### config.mk
export PLATFORM = sky130hd
export DESIGN_NAME = ubx_frame_receiver
export DESIGN_NICKNAME = d
export VERILOG_FILES = /design/src/design/ubxfr_pkg.sv /design/src/design/ubx_frame_receiver.sv
export SDC_FILE = /design/constraint.sdc
export NUM_CORES = 1
export LEC_CHECK = 0
export BUFFER_PORTS_ARGS = -buffer_cell sky130_fd_sc_hd__clkbuf_2
export CAP_MARGIN = 30
export CORE_MARGIN = 3
export CORE_UTILIZATION = 40
export CTS_CLUSTER_SIZE = 30
export DETAILED_ROUTE_END_ITERATION = 8
export PLACE_DENSITY = 0.58
export SYNTH_ARGS = -nofsm -noshare
export SYNTH_HDL_FRONTEND = slang
export SYNTH_SLANG_ARGS = --single-unit
### constraint.sdc
create_clock -name aclk -period 8.2 [get_ports aclk]
set_input_delay 0.82 -clock aclk [delete_from_list [all_inputs] [get_ports aclk]]
set_output_delay 0.82 -clock aclk [all_outputs]
set_load 0.05 [all_outputs]
### src/design/ubxfr_pkg.sv
`default_nettype none

package ubxfr_pkg;

    localparam int unsigned BYTE_W    = 8;
    localparam int unsigned OFFSET_W  = 7;
    localparam int unsigned CFG_IDX_W = 2;

    localparam logic [CFG_IDX_W-1:0] CFG_SYNC_FIRST  = CFG_IDX_W'(0);
    localparam logic [CFG_IDX_W-1:0] CFG_SYNC_SECOND = CFG_IDX_W'(1);

    localparam logic [BYTE_W-1:0] SYNC_FIRST_RST  = 8'd181;
    localparam logic [BYTE_W-1:0] SYNC_SECOND_RST = 8'd98;

    typedef enum logic [2:0] {
        PH_SYNC1,
        PH_SYNC2,
        PH_BODY,
        PH_CK_A,
        PH_CK_B
    } phase_t;

endpackage

`default_nettype wire

### src/design/ubx_frame_receiver.sv
// channel  dir  handshake          payload
// s_       in   s_valid/s_ready    s_rx_byte
// m_       out  m_valid/m_ready    m_body_valid, m_body_offset, m_body_byte,
//                                  m_frame_done, m_frame_good
// cfg_     in   cfg_wr_en          cfg_index, cfg_data
//
// One beat per cycle while m_ready drains results; each accepted byte yields one result beat in the next cycle.
// Rate is set by the single result register: a byte is taken whenever it is
// empty or being drained in the same cycle.
// Synchronous active-low reset: hunting first sync byte, sums cleared,
// sync bytes back to 181 and 98.
// A stalled m_ready holds the result and blocks s_ready until it is taken.
`default_nettype none

module ubx_frame_receiver #(
    parameter int unsigned FRAME_BYTES = 96
) (
    input  wire logic                                 aclk,
    input  wire logic                                 aresetn,

    input  wire logic                                 cfg_wr_en,
    input  wire logic [ubxfr_pkg::CFG_IDX_W-1:0]      cfg_index,
    input  wire logic [ubxfr_pkg::BYTE_W-1:0]         cfg_data,

    input  wire logic                                 s_valid,
    output logic                                      s_ready,
    input  wire logic [ubxfr_pkg::BYTE_W-1:0]         s_rx_byte,

    output logic                                      m_valid,
    input  wire logic                                 m_ready,
    output logic                                      m_body_valid,
    output logic [ubxfr_pkg::OFFSET_W-1:0]            m_body_offset,
    output logic [ubxfr_pkg::BYTE_W-1:0]              m_body_byte,
    output logic                                      m_frame_done,
    output logic                                      m_frame_good
);

    localparam int unsigned OFS_W = (FRAME_BYTES > 1) ? $clog2(FRAME_BYTES) : 1;
    localparam int unsigned EXT_W = (OFS_W > ubxfr_pkg::OFFSET_W) ? OFS_W
                                                                  : ubxfr_pkg::OFFSET_W;
    localparam logic [OFS_W-1:0] OFS_LAST = OFS_W'(FRAME_BYTES - 1);

    ubxfr_pkg::phase_t phase_reg, phase_next;
    logic [OFS_W-1:0]                 ofs_reg, ofs_next;
    logic [ubxfr_pkg::BYTE_W-1:0]     sum_a_reg, sum_a_next;
    logic [ubxfr_pkg::BYTE_W-1:0]     sum_b_reg, sum_b_next;
    logic [ubxfr_pkg::BYTE_W-1:0]     sync_first_reg, sync_second_reg;

    logic                             m_valid_reg;
    logic                             body_valid_reg, body_valid_next;
    logic [ubxfr_pkg::OFFSET_W-1:0]   body_offset_reg, body_offset_next;
    logic [ubxfr_pkg::BYTE_W-1:0]     body_byte_reg, body_byte_next;
    logic                             frame_done_reg, frame_done_next;
    logic                             frame_good_reg, frame_good_next;

    logic                             accept;
    logic [EXT_W-1:0]                 ofs_ext;

    assign s_ready = !m_valid_reg || m_ready;
    assign accept  = s_valid && s_ready;
    assign ofs_ext = EXT_W'(ofs_reg);

    // next state
    always_comb begin
        phase_next = phase_reg;
        ofs_next   = ofs_reg;
        sum_a_next = sum_a_reg;
        sum_b_next = sum_b_reg;
        case (phase_reg)
            ubxfr_pkg::PH_SYNC1: begin
                if (s_rx_byte == sync_first_reg) begin
                    phase_next = ubxfr_pkg::PH_SYNC2;
                end
            end
            ubxfr_pkg::PH_SYNC2: begin
                if (s_rx_byte == sync_second_reg) begin
                    phase_next = ubxfr_pkg::PH_BODY;
                    ofs_next   = '0;
                    sum_a_next = '0;
                    sum_b_next = '0;
                end else begin
                    phase_next = ubxfr_pkg::PH_SYNC1;
                end
            end
            ubxfr_pkg::PH_BODY: begin
                sum_a_next = sum_a_reg + s_rx_byte;
                sum_b_next = sum_b_reg + sum_a_next;
                ofs_next   = ofs_reg + OFS_W'(1);
                if (ofs_reg == OFS_LAST) begin
                    phase_next = ubxfr_pkg::PH_CK_A;
                end
            end
            ubxfr_pkg::PH_CK_A: begin
                phase_next = (s_rx_byte == sum_a_reg) ? ubxfr_pkg::PH_CK_B
                                                      : ubxfr_pkg::PH_SYNC1;
            end
            ubxfr_pkg::PH_CK_B: begin
                phase_next = ubxfr_pkg::PH_SYNC1;
            end
            default: begin
                phase_next = ubxfr_pkg::PH_SYNC1;
            end
        endcase
    end

    // result beat
    always_comb begin
        body_valid_next  = 1'b0;
        body_offset_next = '0;
        body_byte_next   = '0;
        frame_done_next  = 1'b0;
        frame_good_next  = 1'b0;
        case (phase_reg)
            ubxfr_pkg::PH_BODY: begin
                body_valid_next  = 1'b1;
                body_offset_next = ofs_ext[ubxfr_pkg::OFFSET_W-1:0];
                body_byte_next   = s_rx_byte;
            end
            ubxfr_pkg::PH_CK_A: begin
                frame_done_next = (s_rx_byte != sum_a_reg);
            end
            ubxfr_pkg::PH_CK_B: begin
                frame_done_next = 1'b1;
                frame_good_next = (s_rx_byte == sum_b_reg);
            end
            default: begin
                frame_done_next = 1'b0;
            end
        endcase
    end

    always_ff @(posedge aclk) begin
        if (!aresetn) begin
            phase_reg       <= ubxfr_pkg::PH_SYNC1;
            ofs_reg         <= '0;
            sum_a_reg       <= '0;
            sum_b_reg       <= '0;
            sync_first_reg  <= ubxfr_pkg::SYNC_FIRST_RST;
            sync_second_reg <= ubxfr_pkg::SYNC_SECOND_RST;
            m_valid_reg     <= 1'b0;
        end else begin
            if (accept) begin
                phase_reg <= phase_next;
                ofs_reg   <= ofs_next;
                sum_a_reg <= sum_a_next;
                sum_b_reg <= sum_b_next;
            end
            if (cfg_wr_en && cfg_index == ubxfr_pkg::CFG_SYNC_FIRST) begin
                sync_first_reg <= cfg_data;
            end
            if (cfg_wr_en && cfg_index == ubxfr_pkg::CFG_SYNC_SECOND) begin
                sync_second_reg <= cfg_data;
            end
            if (accept) begin
                m_valid_reg <= 1'b1;
            end else if (m_ready) begin
                m_valid_reg <= 1'b0;
            end
        end
    end

    always_ff @(posedge aclk) begin
        if (accept) begin
            body_valid_reg  <= body_valid_next;
            body_offset_reg <= body_offset_next;
            body_byte_reg   <= body_byte_next;
            frame_done_reg  <= frame_done_next;
            frame_good_reg  <= frame_good_next;
        end
    end

    assign m_valid       = m_valid_reg;
    assign m_body_valid  = body_valid_reg;
    assign m_body_offset = body_offset_reg;
    assign m_body_byte   = body_byte_reg;
    assign m_frame_done  = frame_done_reg;
    assign m_frame_good  = frame_good_reg;

`ifndef SYNTH
    a_body_xor_done: assert property (@(posedge aclk) disable iff (!aresetn)
        m_valid_reg |-> !(body_valid_reg && frame_done_reg))
        else $error("body beat flagged as frame end");

    a_good_needs_done: assert property (@(posedge aclk) disable iff (!aresetn)
        m_valid_reg && frame_good_reg |-> frame_done_reg)
        else $error("frame_good without frame_done");

    a_ckb_ends_frame: assert property (@(posedge aclk) disable iff (!aresetn)
        accept && phase_reg == ubxfr_pkg::PH_CK_B
        |=> m_valid_reg && frame_done_reg && phase_reg == ubxfr_pkg::PH_SYNC1)
        else $error("checksum B byte did not close the frame");

    a_body_last: assert property (@(posedge aclk) disable iff (!aresetn)
        accept && phase_reg == ubxfr_pkg::PH_BODY && ofs_reg == OFS_LAST
        |=> phase_reg == ubxfr_pkg::PH_CK_A)
        else $error("last body byte did not move to checksum A");
`endif

endmodule

`default_nettype wire
-- Yosys cells after proc, flatten, opt, wreduce, memory -nomap -nowiden
Index checks and enable logic that the tools add are counted.
- bits in registers: 61
- reductions and logical operators: 11
- $add $sub $neg: 3
- equality and inequality tests: 14
- muxes and demuxes: 14
- operator list (kind ; number):
    equality test 8 bit ; 4
    one-hot mux 8 bit (2 select lines) ; 2
    adder 8 bit ; 2
    one-hot mux 7 bit (2 select lines) ; 1
    one-hot mux 3 bit (4 select lines) ; 1
    two-way mux 3 bit ; 3
    two-way mux 8 bit ; 1
    != test 8 bit ; 1
    adder 7 x 1 -> 7 bit, second input constant ; 1
    equality test 7 bit, second input constant ; 1
    two-way mux 7 bit ; 1
    equality test 3 x 2 -> 1 bit, second input constant ; 2
    != test 2 bit, second input constant ; 3
    AND reduction 3 bit ; 2
    nonzero test 2 bit ; 2
    equality test 3 x 1 -> 1 bit, second input constant ; 1
    equality test 3 bit, second input constant ; 1
    logical AND 1 bit ; 3
    zero test 3 bit ; 1
    two-way mux 1 bit ; 3
    equality test 2 x 1 -> 1 bit, second input constant ; 1
    zero test 2 bit ; 1
    two-way mux 2 bit ; 1
    one-hot mux 1 bit (2 select lines) ; 1
    2 further kinds ; 2

-- Longest topological paths before layout
- word-level depth: 4
- depth in mapped cells: 13

-- Worst setup path before layout
No wires, ideal clock.
- kind: input-to-reg
- start: input s_rx_byte[0] in the netlist's numbering
- end: register sum_b_reg[7] in the netlist's numbering
- library setup time: 62 ps
- buffers on the path: 0
- setup slack: 4855 ps
- stages on the path: 11
- arrival: 3283 ps
- cell sequence: ha_1 fa_1 a21o_1 a21oi_1 xnor2_1 ha_1 o21a_1 a2111o_1 a2111oi_0 mux2i_1 nand3_1
- longest elaborated chain between the ends: 3
- elaborated cells on any way between the ends: 6
- classes of those cells: add/sub: 2; eq/ne: 2; mux: 1; reduce/logical: 1
- ends and longest elaborated chain (what ; line ; text):
    start: declaration ; ubx_frame_receiver.sv:27 ; input wire logic [ubxfr_pkg::BYTE_W-1:0] s_rx_byte,
    adder 8 bit / equality test 8 bit (equally long branches) ; ubx_frame_receiver.sv:86, ubx_frame_receiver.sv:76 ;
    adder 8 bit / != test 2 bit (equally long branches) ; -- ;
    one-hot mux 8 bit (2 select lines) / AND reduction 3 bit (equally long branches) ; -- ;
    end signal: assignment ; ubx_frame_receiver.sv:146 ; sum_b_reg <= sum_b_next;
    end: declaration ; ubx_frame_receiver.sv:46 ; logic [ubxfr_pkg::BYTE_W-1:0] sum_b_reg, sum_b_next;
Several ways; a longest one is shown, not always the timed one.
A chain may end at the register's enable or synchronous reset.

-- Worst setup path after layout
Ends and elaborated chain as after synthesis.

==> flow_summary.yaml <==
die:
  die-height_um: 95.0
  die_w_um: 95.0
  num_rows: 31
  core_area_mm2: 0.00745
  pin_count: 43
  start_util_pct: 42.5
  die_area_mm2: 0.00902
yosys:
  syn_nets: 380
  synth.distinct_cells: 47
  synth_compound_area_share_pct: 11.5
  async_reset_ff_share_pct: 0
  ys_warn_count: 0
  synth-simple-area-share_pct: 20.1
  synth_edf_count: 18
  synth-main-ff-cell: "dfxtp_1"
  synthMuxAreaShare_pct: 4.19
  syn_area_per_cell_um2: 9.31
  syn_area_mm2: 0.00317
  synthAdderAreaFrac_pct: 7.19
  synth_seq_cells: 61
  synth_top_family_by_area: "simple AND/OR/NAND/NOR gates"
  synthXorXnorAreaFrac_pct: 9.40
  ys_seq_area_share_pct: 44.3
  syn_inst: 340
sta:
  fin_skew_ns: 0.00650
  drv_slew: 0
  finalHoldViolations: 0
  whs_ns: 0.476
  tightestPinTransition_ns: 0.946
  setup_viol: 0
  rsz0062_at_grt: "no"
  period_share_pct: 41.3
  period_minus_slack_ns: 3.38
  fmax_mhz: 295
  fin_setup_tns_ns: 0
  relSlewSlack_pct: 36.8
power_and_ir_drop:
  power_density_mw_per_mm2: 197
  p_leak_nw: 1.50
  vdd_ir_drop_max_mv: 0.127
finish:
  syn_to_final_growth_pct: 16.4
  final_common_cell: "dfxtp_1"
  nets: 423
  instances_no_fill: 487
  final_layout_size_suffix_gt1_share_pct: 16.0
  fin_util_pct: 49.5
  diodes: 0
  final_cell_mix: "43 x dfxtp_1, 42 x clkbuf_2, 40 x nor2_1, 33 x nand2_1, 31 x xnor2_1"
  design_area_mm2: 0.00369
flow_run:
  cap_violations: 0
global_routing:
  antenna_found_initial: 0
  grtUsageTotal_pct: 17.2
  grt_pass1_wl_um: 11700
  first_global_vias: 2331
  grt_max_degree: 27
  grt_overflow_total: 0
worst_hold_path:
  worst_hold_path_type: "flop to flop"
  hold_end: "sync_first_reg[6]"
  min_from: "sync_first_reg[6]"
  hold_depth: 2
drt:
  first_iter_violations: 138
  vias: 2480
  firstDrtPassIters: 4
  routedWlPerCell_um: 14.4
  routed_wl_um: 7010
  drc: 0
  via_per_inst: 5.09
  ant_nets: 0
placed_design:
  dp_hpwl_um: 5130
  io_buffers: 42
  place_inst: 471
  postPlaceCellArea_mm2: 0.00348
  gp_congestion: 0.788
clock_network:
  cts.clk_slew.worst_paths_ns: 0.07
  cts_root_buf: "clkbuf_8"
  clock_latency_ns: 0.34
  cts_setup_buffers: 0
  cts_resized: 0
  cts_buffer_depth: 2
  cts-hold-fix-buffers: 0
  htreeDepth: 3
  cts_tree: "built"
  clock_sinks: 61
  cts_buffers: 9
worst_setup_path:
  path_class: "input pin to flop"
  reg2reg_depth: 11
  critPathArrivalTime_ns: 3.66
  r2r_end: "sum_b_reg[7]"
  critPathCaptureType: "flop"
  crit_path_max_fanout: 5
  worst_setup_path_start_kind: "input pin"
  crit_required_ns: 8.48
  reg2reg_slack_ns: 5.18
  reg2reg_from: "sum_a_reg[0]"
outcome:
  status: "completed"
## per-stage QoR
step,total power [W],setup slack [ns]
6_report,0.000728,4.82
5_1_grt,0.000765,4.51
4_1_cts,0.000738,4.81
3_5_place_dp,0.000451,4.49
3_3_place_gp,0.000448,4.52
2_1_floorplan,0.000420,4.85
## cell families after synthesis
| kind of cell | count (synthesis) |
|---|---|
| AOI/OAI and AO/OA | 56 |
| xor gates and xnor gates | 34 |
| adders and majority gates | 17 |
| buffers and inverters | 25 |
| DFF | 61 |
| muxes | 13 |
| and+or+nand+nor | 134 |
## synth_stat cells, drive strengths merged (8+ instances only)
master,instances,area (µm²)
dfxtp,43,861
a22oi,13,97.6
a21oi,20,100
mux2i,11,110
xnor2,31,272
edfxtp,18,541
clkbuf,8,30.0
ha,15,188
inv,12,45.1
nand2,33,124
nor3,8,45.0
nor2,40,150
and2,15,93.8
nand3,18,90.1
## final cells by class
type	instances	area [µm²]
clock inverters	4	72.6
repair buffers	44	245
clock buffers	12	135
multi-input cells	254	1660
fillers	705	3760
well taps	99	124
inverters	13	48.8
flip-flops and latches	61	1400
## layer usage
| layer | GRT usage (%) | share of wire [%] | vias to the layer above |
|---|---|---|---|
| met5 | 0 | 0 | - |
| met4 | 6.37 | 1.3 | 0 |
| met3 | 4.54 | 4.3 | 10 |
| met2 | 27.7 | 46 | 50 |
| met1 | 22.0 | 48 | 1137 |
| li1 | - | - | 1283 |
## critical path: stages
cell	delay, ns
clkbuf_2	0.14
ha_1	0.24
fa_1	0.41
a21o_1	0.17
a21oi_1	0.22
xnor2_1	0.18
ha_1	0.29
o21a_1	0.13
a2111o_1	0.46
a2111oi_0	0.38
mux2i_1	0.12
nand3_1	0.09
## where the power goes
part | switching (W) | internal [W] | total [W]
sequential | 0.00000789 | 0.000323 | 0.000331
combinational | 0.0000721 | 0.0000401 | 0.000112
clock | 0.000114 | 0.000171 | 0.000285
## worst max-delay path by stage
stage / from / to / slack (ns)
finish: s_rx_byte[0] / sum_b_reg[7] / 4.82
global route: s_rx_byte[0] / sum_b_reg[7] / 4.51
CTS: s_rx_byte[0] / sum_b_reg[7] / 4.81
detailed placement: s_rx_byte[0] / sum_b_reg[7] / 4.49
global placement: s_rx_byte[0] / sum_b_reg[7] / 4.52
floorplan: s_rx_byte[0] / sum_b_reg[7] / 4.85
Power figures use the tool's default switching activity.
